### src/rtl/core/tccw_pkg.sv
// ----------------------------------------------------------------------------
// tccw_pkg
// Shared constants, codes and types of the text console character writer.
// ----------------------------------------------------------------------------
`default_nettype none

package tccw_pkg;

    localparam int COLS     = 80;
    localparam int ROWS     = 25;
    localparam int TAB_STOP = 8;
    localparam int CELLS    = COLS * ROWS;

    localparam int IDX_W      = $clog2(CELLS);
    localparam int CUR_COL_W  = $clog2(COLS);
    localparam int CUR_ROW_W  = $clog2(ROWS + 2);
    localparam int TAB_STEP_W = $clog2(TAB_STOP + 1);

    localparam int FUNC_W   = 3;
    localparam int CHAR_W   = 8;
    localparam int COLOR_W  = 4;
    localparam int COL_W    = 7;
    localparam int ROW_W    = 5;
    localparam int CELL_W   = 16;
    localparam int ATTR_PAD = CELL_W - COLOR_W - CHAR_W;

    localparam int FUNC_LSB   = 0;
    localparam int CHAR_LSB   = FUNC_LSB + FUNC_W;
    localparam int COLOR_LSB  = CHAR_LSB + CHAR_W;
    localparam int COLUMN_LSB = COLOR_LSB + COLOR_W;
    localparam int ROW_LSB    = COLUMN_LSB + COL_W;
    localparam int S_TDATA_W  = 32;

    localparam int POS_W      = 11;
    localparam int POS_LSB    = 0;
    localparam int CELL_LSB   = POS_LSB + POS_W;
    localparam int SCR_LSB    = CELL_LSB + CELL_W;
    localparam int M_USED_W   = SCR_LSB + 1;
    localparam int M_TDATA_W  = 32;

    localparam logic [CELL_W-1:0]  BLANK_CELL    = 16'h0720;
    localparam logic [CELL_W-1:0]  SCROLL_FILL   = 16'h0700;
    localparam logic [COLOR_W-1:0] DEFAULT_COLOR = 4'h7;

    localparam logic [CHAR_W-1:0] CH_BACKSPACE = 8'd8;
    localparam logic [CHAR_W-1:0] CH_TAB       = 8'd9;
    localparam logic [CHAR_W-1:0] CH_NEWLINE   = 8'd10;
    localparam logic [CHAR_W-1:0] CH_RETURN    = 8'd13;

    typedef enum logic [FUNC_W-1:0] {
        FUNC_WRITE_CHAR = 3'd0,
        FUNC_SET_COLOR  = 3'd1,
        FUNC_SET_CURSOR = 3'd2,
        FUNC_READ_CELL  = 3'd3,
        FUNC_CLEAR      = 3'd4
    } func_t;

    typedef enum logic [2:0] {
        ST_INIT,
        ST_IDLE,
        ST_READ,
        ST_SCROLL,
        ST_FILL,
        ST_CLEAR,
        ST_DONE
    } state_t;

    typedef struct packed {
        logic              we;
        logic [IDX_W-1:0]  waddr;
        logic [CELL_W-1:0] wdata;
        logic              re;
        logic [IDX_W-1:0]  raddr;
    } mem_req_t;

endpackage

`default_nettype wire

### src/rtl/core/tccw_ctrl.sv
// ----------------------------------------------------------------------------
// tccw_ctrl
// Cursor, color and sequencer: decodes items, runs the clear, scroll-copy
// and fill sweeps over the cell store, and holds the result register.
// ----------------------------------------------------------------------------
`default_nettype none

module tccw_ctrl (
    input  wire logic                            aclk,
    input  wire logic                            aresetn,
    input  wire logic                            s_tvalid,
    output logic                                 s_tready,
    input  wire logic [tccw_pkg::S_TDATA_W-1:0]  s_tdata,
    output logic                                 m_tvalid,
    input  wire logic                            m_tready,
    output logic [tccw_pkg::M_TDATA_W-1:0]       m_tdata,
    output tccw_pkg::mem_req_t                   mem_req,
    input  wire logic [tccw_pkg::CELL_W-1:0]     mem_rdata
);
    import tccw_pkg::*;

    localparam int SUM_W = IDX_W + 1;
    localparam logic [IDX_W-1:0] LAST_CELL = IDX_W'(CELLS - 1);
    localparam logic [IDX_W-1:0] COPY_END  = IDX_W'(CELLS - COLS);

    state_t state_reg, state_next;
    logic [IDX_W-1:0]     ptr_reg, ptr_next;
    logic [IDX_W-1:0]     idx_reg, idx_next;
    logic [CUR_COL_W-1:0] col_reg, col_next;
    logic [CUR_ROW_W-1:0] row_reg, row_next;
    logic [COLOR_W-1:0]   color_reg, color_next;
    logic                 scr_reg, scr_next;
    logic [CELL_W-1:0]    cell_reg, cell_next;
    logic                 cp_pend_reg, cp_pend_next;
    logic [IDX_W-1:0]     cp_addr_reg, cp_addr_next;
    logic                 out_valid_reg, out_valid_next;
    logic [IDX_W-1:0]     out_pos_reg, out_pos_next;
    logic [CELL_W-1:0]    out_cell_reg, out_cell_next;
    logic                 out_scr_reg, out_scr_next;

    func_t              in_func;
    logic [CHAR_W-1:0]  in_char;
    logic [COLOR_W-1:0] in_color;
    logic [COL_W-1:0]   in_column;
    logic [ROW_W-1:0]   in_row;
    logic               in_xfer;
    logic               out_free;

    logic [CUR_COL_W-1:0] sel_col;
    logic [CUR_ROW_W-1:0] sel_row;
    logic [IDX_W-1:0]     sel_idx;

    logic [SUM_W-1:0]       ch_idx;
    logic [CUR_COL_W:0]     ch_col;
    logic [CUR_COL_W:0]     col_sum;
    logic [CUR_ROW_W-1:0]   ch_row;
    logic [COLOR_W-1:0]     ch_color;
    logic [TAB_STEP_W-1:0]  tab_step;
    logic                   ch_we;
    logic [IDX_W-1:0]       ch_waddr;
    logic [CELL_W-1:0]      ch_wdata;
    logic                   ch_scroll;
    logic [SUM_W-1:0]       up_idx;
    logic [CUR_ROW_W-1:0]   up_row;
    logic [IDX_W-1:0]       fin_idx;
    logic [CUR_COL_W-1:0]   fin_col;
    logic [CUR_ROW_W-1:0]   fin_row;

    assign in_func   = func_t'(s_tdata[FUNC_LSB +: FUNC_W]);
    assign in_char   = s_tdata[CHAR_LSB +: CHAR_W];
    assign in_color  = s_tdata[COLOR_LSB +: COLOR_W];
    assign in_column = s_tdata[COLUMN_LSB +: COL_W];
    assign in_row    = s_tdata[ROW_LSB +: ROW_W];
    assign in_xfer   = s_tvalid && s_tready;
    assign out_free  = !out_valid_reg || m_tready;

    assign m_tvalid = out_valid_reg;
    assign m_tdata  = {(M_TDATA_W - M_USED_W)'(0), out_scr_reg, out_cell_reg,
                       POS_W'(out_pos_reg)};

    // saturate placement to the screen
    always_comb begin
        sel_col = (int'(in_column) >= COLS) ? CUR_COL_W'(COLS - 1) : CUR_COL_W'(in_column);
        sel_row = (int'(in_row) >= ROWS) ? CUR_ROW_W'(ROWS - 1) : CUR_ROW_W'(in_row);
        sel_idx = IDX_W'(int'(sel_row) * COLS + int'(sel_col));
    end

    always_comb begin
        ch_idx   = SUM_W'(idx_reg);
        ch_col   = {1'b0, col_reg};
        ch_row   = row_reg;
        ch_color = color_reg;
        ch_we    = 1'b0;
        ch_waddr = idx_reg;
        ch_wdata = {{ATTR_PAD{1'b0}}, color_reg, in_char};
        tab_step = TAB_STEP_W'(TAB_STOP - int'(idx_reg % TAB_STOP));
        col_sum  = {1'b0, col_reg} + (CUR_COL_W + 1)'(1);
        case (in_char)
            CH_BACKSPACE: begin
                ch_we    = 1'b1;
                ch_wdata = {{ATTR_PAD{1'b0}}, color_reg, CHAR_W'(0)};
                if (idx_reg != '0) begin
                    ch_idx   = SUM_W'(idx_reg) - SUM_W'(1);
                    ch_waddr = idx_reg - IDX_W'(1);
                    if (col_reg == '0) begin
                        ch_col = (CUR_COL_W + 1)'(COLS - 1);
                        ch_row = row_reg - CUR_ROW_W'(1);
                    end else begin
                        ch_col = {1'b0, col_reg} - (CUR_COL_W + 1)'(1);
                    end
                end
            end
            CH_NEWLINE: begin
                ch_idx   = SUM_W'(idx_reg) - SUM_W'(col_reg) + SUM_W'(COLS);
                ch_col   = '0;
                ch_row   = row_reg + CUR_ROW_W'(1);
                ch_color = DEFAULT_COLOR;
            end
            CH_RETURN: begin
                ch_idx = SUM_W'(idx_reg) - SUM_W'(col_reg);
                ch_col = '0;
            end
            CH_TAB: begin
                col_sum = {1'b0, col_reg} + (CUR_COL_W + 1)'(tab_step);
                ch_idx  = SUM_W'(idx_reg) + SUM_W'(tab_step);
                if (int'(col_sum) >= COLS) begin
                    ch_col = col_sum - (CUR_COL_W + 1)'(COLS);
                    ch_row = row_reg + CUR_ROW_W'(1);
                end else begin
                    ch_col = col_sum;
                end
            end
            default: begin
                ch_we  = 1'b1;
                ch_idx = SUM_W'(idx_reg) + SUM_W'(1);
                if (int'(col_sum) >= COLS) begin
                    ch_col = '0;
                    ch_row = row_reg + CUR_ROW_W'(1);
                end else begin
                    ch_col = col_sum;
                end
            end
        endcase

        ch_scroll = (int'(ch_row) >= ROWS);
        up_idx    = ch_idx - SUM_W'(COLS);
        up_row    = ch_row - CUR_ROW_W'(1);
        fin_idx   = IDX_W'(ch_idx);
        fin_col   = CUR_COL_W'(ch_col);
        fin_row   = ch_row;
        if (ch_scroll) begin
            if (int'(up_row) >= ROWS) begin
                fin_idx = LAST_CELL;
                fin_col = CUR_COL_W'(COLS - 1);
                fin_row = CUR_ROW_W'(ROWS - 1);
            end else begin
                fin_idx = IDX_W'(up_idx);
                fin_row = up_row;
            end
        end
    end

    always_comb begin
        state_next = state_reg;
        case (state_reg)
            ST_INIT: begin
                if (ptr_reg == LAST_CELL) begin
                    state_next = ST_IDLE;
                end
            end
            ST_IDLE: begin
                if (in_xfer) begin
                    case (in_func)
                        FUNC_WRITE_CHAR: state_next = ch_scroll ? ST_SCROLL : ST_DONE;
                        FUNC_READ_CELL:  state_next = ST_READ;
                        FUNC_CLEAR:      state_next = ST_CLEAR;
                        default:         state_next = ST_DONE;
                    endcase
                end
            end
            ST_READ: begin
                state_next = ST_DONE;
            end
            ST_SCROLL: begin
                if (ptr_reg == COPY_END) begin
                    state_next = ST_FILL;
                end
            end
            ST_FILL: begin
                if (ptr_reg == LAST_CELL) begin
                    state_next = ST_DONE;
                end
            end
            ST_CLEAR: begin
                if (ptr_reg == LAST_CELL) begin
                    state_next = ST_DONE;
                end
            end
            ST_DONE: begin
                if (out_free) begin
                    state_next = ST_IDLE;
                end
            end
            default: begin
                state_next = ST_INIT;
            end
        endcase
    end

    always_comb begin
        s_tready      = 1'b0;
        mem_req.we    = 1'b0;
        mem_req.waddr = ptr_reg;
        mem_req.wdata = BLANK_CELL;
        mem_req.re    = 1'b0;
        mem_req.raddr = sel_idx;
        case (state_reg)
            ST_INIT, ST_CLEAR: begin
                mem_req.we = 1'b1;
            end
            ST_IDLE: begin
                s_tready = 1'b1;
                if (s_tvalid) begin
                    case (in_func)
                        FUNC_WRITE_CHAR: begin
                            mem_req.we    = ch_we;
                            mem_req.waddr = ch_waddr;
                            mem_req.wdata = ch_wdata;
                        end
                        FUNC_READ_CELL: begin
                            mem_req.re = 1'b1;
                        end
                        default: begin
                        end
                    endcase
                end
            end
            ST_SCROLL: begin
                mem_req.we    = cp_pend_reg;
                mem_req.waddr = cp_addr_reg;
                mem_req.wdata = mem_rdata;
                mem_req.re    = (ptr_reg != COPY_END);
                mem_req.raddr = ptr_reg + IDX_W'(COLS);
            end
            ST_FILL: begin
                mem_req.we    = 1'b1;
                mem_req.wdata = SCROLL_FILL;
            end
            default: begin
            end
        endcase
    end

    always_comb begin
        ptr_next       = ptr_reg;
        idx_next       = idx_reg;
        col_next       = col_reg;
        row_next       = row_reg;
        color_next     = color_reg;
        scr_next       = scr_reg;
        cell_next      = cell_reg;
        cp_pend_next   = 1'b0;
        cp_addr_next   = ptr_reg;
        out_valid_next = out_valid_reg && !m_tready;
        out_pos_next   = out_pos_reg;
        out_cell_next  = out_cell_reg;
        out_scr_next   = out_scr_reg;
        case (state_reg)
            ST_INIT, ST_CLEAR, ST_FILL: begin
                ptr_next = ptr_reg + IDX_W'(1);
            end
            ST_IDLE: begin
                if (in_xfer) begin
                    scr_next  = 1'b0;
                    cell_next = '0;
                    ptr_next  = '0;
                    case (in_func)
                        FUNC_WRITE_CHAR: begin
                            idx_next   = fin_idx;
                            col_next   = fin_col;
                            row_next   = fin_row;
                            color_next = ch_color;
                            scr_next   = ch_scroll;
                        end
                        FUNC_SET_COLOR: begin
                            color_next = in_color;
                        end
                        FUNC_SET_CURSOR: begin
                            idx_next = sel_idx;
                            col_next = sel_col;
                            row_next = sel_row;
                        end
                        FUNC_CLEAR: begin
                            idx_next   = '0;
                            col_next   = '0;
                            row_next   = '0;
                            color_next = DEFAULT_COLOR;
                        end
                        default: begin
                        end
                    endcase
                end
            end
            ST_READ: begin
                cell_next = mem_rdata;
            end
            ST_SCROLL: begin
                if (ptr_reg != COPY_END) begin
                    ptr_next     = ptr_reg + IDX_W'(1);
                    cp_pend_next = 1'b1;
                end
            end
            ST_DONE: begin
                if (out_free) begin
                    out_valid_next = 1'b1;
                    out_pos_next   = idx_reg;
                    out_cell_next  = cell_reg;
                    out_scr_next   = scr_reg;
                end
            end
            default: begin
            end
        endcase
    end

    always_ff @(posedge aclk) begin
        if (!aresetn) begin
            state_reg     <= ST_INIT;
            ptr_reg       <= '0;
            idx_reg       <= '0;
            col_reg       <= '0;
            row_reg       <= '0;
            color_reg     <= DEFAULT_COLOR;
            cp_pend_reg   <= 1'b0;
            out_valid_reg <= 1'b0;
        end else begin
            state_reg     <= state_next;
            ptr_reg       <= ptr_next;
            idx_reg       <= idx_next;
            col_reg       <= col_next;
            row_reg       <= row_next;
            color_reg     <= color_next;
            cp_pend_reg   <= cp_pend_next;
            out_valid_reg <= out_valid_next;
        end
    end

    always_ff @(posedge aclk) begin
        scr_reg      <= scr_next;
        cell_reg     <= cell_next;
        cp_addr_reg  <= cp_addr_next;
        out_pos_reg  <= out_pos_next;
        out_cell_reg <= out_cell_next;
        out_scr_reg  <= out_scr_next;
    end

endmodule

`default_nettype wire

### config.mk
export PLATFORM = sky130hd
export DESIGN_NAME = tccw_ctrl
export DESIGN_NICKNAME = d
export VERILOG_FILES = /design/src/rtl/core/tccw_pkg.sv /design/src/rtl/core/tccw_ctrl.sv
export SDC_FILE = /design/constraint.sdc
export NUM_CORES = 1
export LEC_CHECK = 0
export BUFFER_PORTS_ARGS = -buffer_cell sky130_fd_sc_hd__buf_4
export CELL_PAD_IN_SITES_DETAIL_PLACEMENT = 1
export CELL_PAD_IN_SITES_GLOBAL_PLACEMENT = 1
export CORE_ASPECT_RATIO = 1.1
export CORE_MARGIN = 1
export CORE_UTILIZATION = 40
export CTS_BUF_LIST = sky130_fd_sc_hd__clkbuf_4
export DETAILED_ROUTE_END_ITERATION = 10
export PLACE_DENSITY = 0.84
export SLEW_MARGIN = 20
export SYNTH_ARGS = -nofsm -noshare
export SYNTH_HDL_FRONTEND = slang
export SYNTH_SLANG_ARGS = --single-unit
### constraint.sdc
create_clock -name aclk -period 4.8 [get_ports aclk]
set_input_delay 0.48 -clock aclk [delete_from_list [all_inputs] [get_ports aclk]]
set_output_delay 0.48 -clock aclk [all_outputs]
set_load 0.05 [all_outputs]
==> metrics <==
hold_sp=mem_rdata[13]; Setup crit end kind=flop; GPL Wtd Cong=0.9354; top post-synthesis cells by area=edfxtp_1, dfxtp_1, ha_1, a21oi_1, xnor2_1; clock buffer depth=2; Seq/Total Area, Yosys=30.20%; # nets final=1167; global-route wire length before repair=43.63 mm; Worst Path Arrival=5.15 ns; Slew headroom=44.52%; Num Clock Sinks=99; ratio of final minimum period to clock period=97.88%; Yosys warnings=0; min-delay worst type=in -> reg; CTS H-tree depth=3; Final min period=4.698 ns; hold path endpoint=cell_reg[13]; Avg Cell Area, Syn=8.312 um^2; placed wire-length estimate=22.40 mm; wire per inst=21.77 um; MaxCap Viol Count=0; I/O Buffers=116; crit path kind=reg -> reg; Remaining Overflow, GRT=0; area growth from synthesis to layout=18.15%; hold path cells=2; crit-path max FO=6; commonest non-fill, non-tap cell in the layout=buf_4; Final ANT Viol Nets=0; die span in x=137.3 um; Die ar.=20710 um^2; Final setup viols=0; worst slew pin tran=0.8267 ns; row count=54; Final Skew=0.03463 ns; clock latency on the worst-skew pair=0.52 ns; # hold bufs at CTS=0; TritonCTS clock tree=done; most frequent cells in the layout=buf_4, nor2_1, nand2_1; CTS buffer count=9; r2r setup slk=0.10 ns; via/cell ratio=6.134; total number of vias=8164; core area=19800 um^2; dominant synthesized flop cell=dfxtp_1; startpoint types=flop; LEAKAGE=3.700 nW; largest net degree at the start of global routing=29; status=completed; Total Wirelength=28.97 mm; final hold vios=0; Pwr Total=2.148 mW; EDFF count, synth=45; RSZ-0062 raised after global routing=true; Slew Viols, Final=0; Pre-antenna DRT Iters=5; setup TNS=0 ns; dpl cells=1307; Worst-path clk slew=0.20 ns; reg2reg start=idx_reg[0]; CP required=5.25 ns; final hold slack=0.2392 ns; cells after synthesis=969; Initial DRC Count=568; CTS root buf=clkbuf_4; Fillers=2434; post-synth top area share=16.78%; PD cells=225.7 nW/um^2; drt drc=0; Critical R2R Capture=idx_reg[10]; FMAX=0.2129 GHz; Starting Density=40.68%; share of layout cells above drive strength 1=23.01%; post-route insts no fill=1331; post-synth top area cell=edfxtp_1; die span in y=150.8 um; initial antenna violation count=1; Yosys reg bits=99; fraction of registers with async set/reset=0%; Distinct cells, synth=100; IO Count=126; peak supply drop=0.1714 mV; FF-to-FF path depth=22; vias in the first global route=8056; gr usage total=27.98%; cell area after synthesis=8054 um^2
where the power goes:
group | switching [mW] | internal (mW) | total (mW)
Sequential | 0.0328 | 0.910 | 0.943
Combinational | 0.473 | 0.250 | 0.724
Clock | 0.354 | 0.127 | 0.481
through the flow:
step	area (um^2)	setup slack (ns)	util, %
detailed placement	9219	-0.01531	46.57
CTS	9417	0.006337	47.57
floorplan	8095	0.006114	-
finish	9515	0.1019	48.07
global placement	9219	0.1533	46.57
global route	9515	-0.01078	48.07
area by class of cell:
| type | count | area [um^2] | area share [%] |
|---|---|---|---|
| tap | 252 | 315.3 | 3.314 |
| antenna | 1 | 2.502 | 0.02630 |
| clock inverter | 7 | 82.58 | 0.8678 |
| multi-input combinational | 763 | 5234 | 55.00 |
| timing repair buffer | 161 | 1227 | 12.90 |
| sequential | 99 | 2440 | 25.64 |
| inverter | 39 | 146.4 | 1.538 |
| clock buffer | 9 | 67.56 | 0.7101 |
metal layers:
| metal | vias up | wire length [um] | global-route usage, % |
|---|---|---|---|
| li1 | 3743 | - | - |
| met1 | 4021 | 11880 | 34.36 |
| met2 | 318 | 13990 | 47.05 |
| met3 | 82 | 1667 | 3.046 |
| met4 | 0 | 1436 | 16.70 |
| met5 | - | 0 | 0 |
synth_stat cells, types with 26 or more instances:
cell      number
edfxtp_1      45
clkbuf_1      49
nor2_1        86
ha_1          38
a21oi_1       72
o21ai_0       59
nor3_1        31
nand3_1       30
xnor2_1       38
and2_1        26
nand2_1       79
inv_1         38
dfxtp_1       54
cell families after synthesis:
| logic type | synth area share [%] |
|---|---|
| adder cells (fa/ha/maj) | 6.898 |
| flip-flops | 30.20 |
| AO/OA/AOI/OAI | 25.62 |
| other | 0.04656 |
| multiplexers | 1.025 |
| buffers and inverters | 6.136 |
| AND/OR/NAND/NOR | 23.77 |
| XOR/XNOR | 6.307 |
what timing repair did:
item / in CTS / in global routing
gates cloned: 0 / 0
endpoints found under the setup margin: 9 / 22
buffers inserted: 4 / 3
resized for setup: 3 / 17
pin swaps: 4 / 13
worst max-delay path by stage:
stage,from,depth (start not counted),slack (ns),end
floorplan,idx_reg[0],22,0.006,col_reg[1]
global placement,idx_reg[0],23,0.15,idx_reg[2]
detailed placement,idx_reg[0],23,-0.02,idx_reg[10]
CTS,idx_reg[0],22,0.006,idx_reg[10]
global route,idx_reg[0],22,-0.01,idx_reg[10]
finish,idx_reg[0],22,0.10,idx_reg[10]
worst max-delay path, stage by stage (launching register included):
cell	delay [ns]
dfxtp_4	0.40
inv_1	0.05
ha_1	0.30
buf_4	0.16
ha_1	0.28
a211oi_2	0.26
o21bai_2	0.13
nand2_2	0.08
xnor2_2	0.14
ha_2	0.21
nand4_1	0.14
o2bb2ai_4	0.18
buf_4	0.16
o211ai_4	0.22
a21oi_2	0.10
a211oi_4	0.23
buf_6	0.17
ha_1	0.19
inv_2	0.07
a311oi_4	0.35
nand2_2	0.13
or4_4	0.50
a31oi_1	0.16
Power figures use the tool's default switching activity.
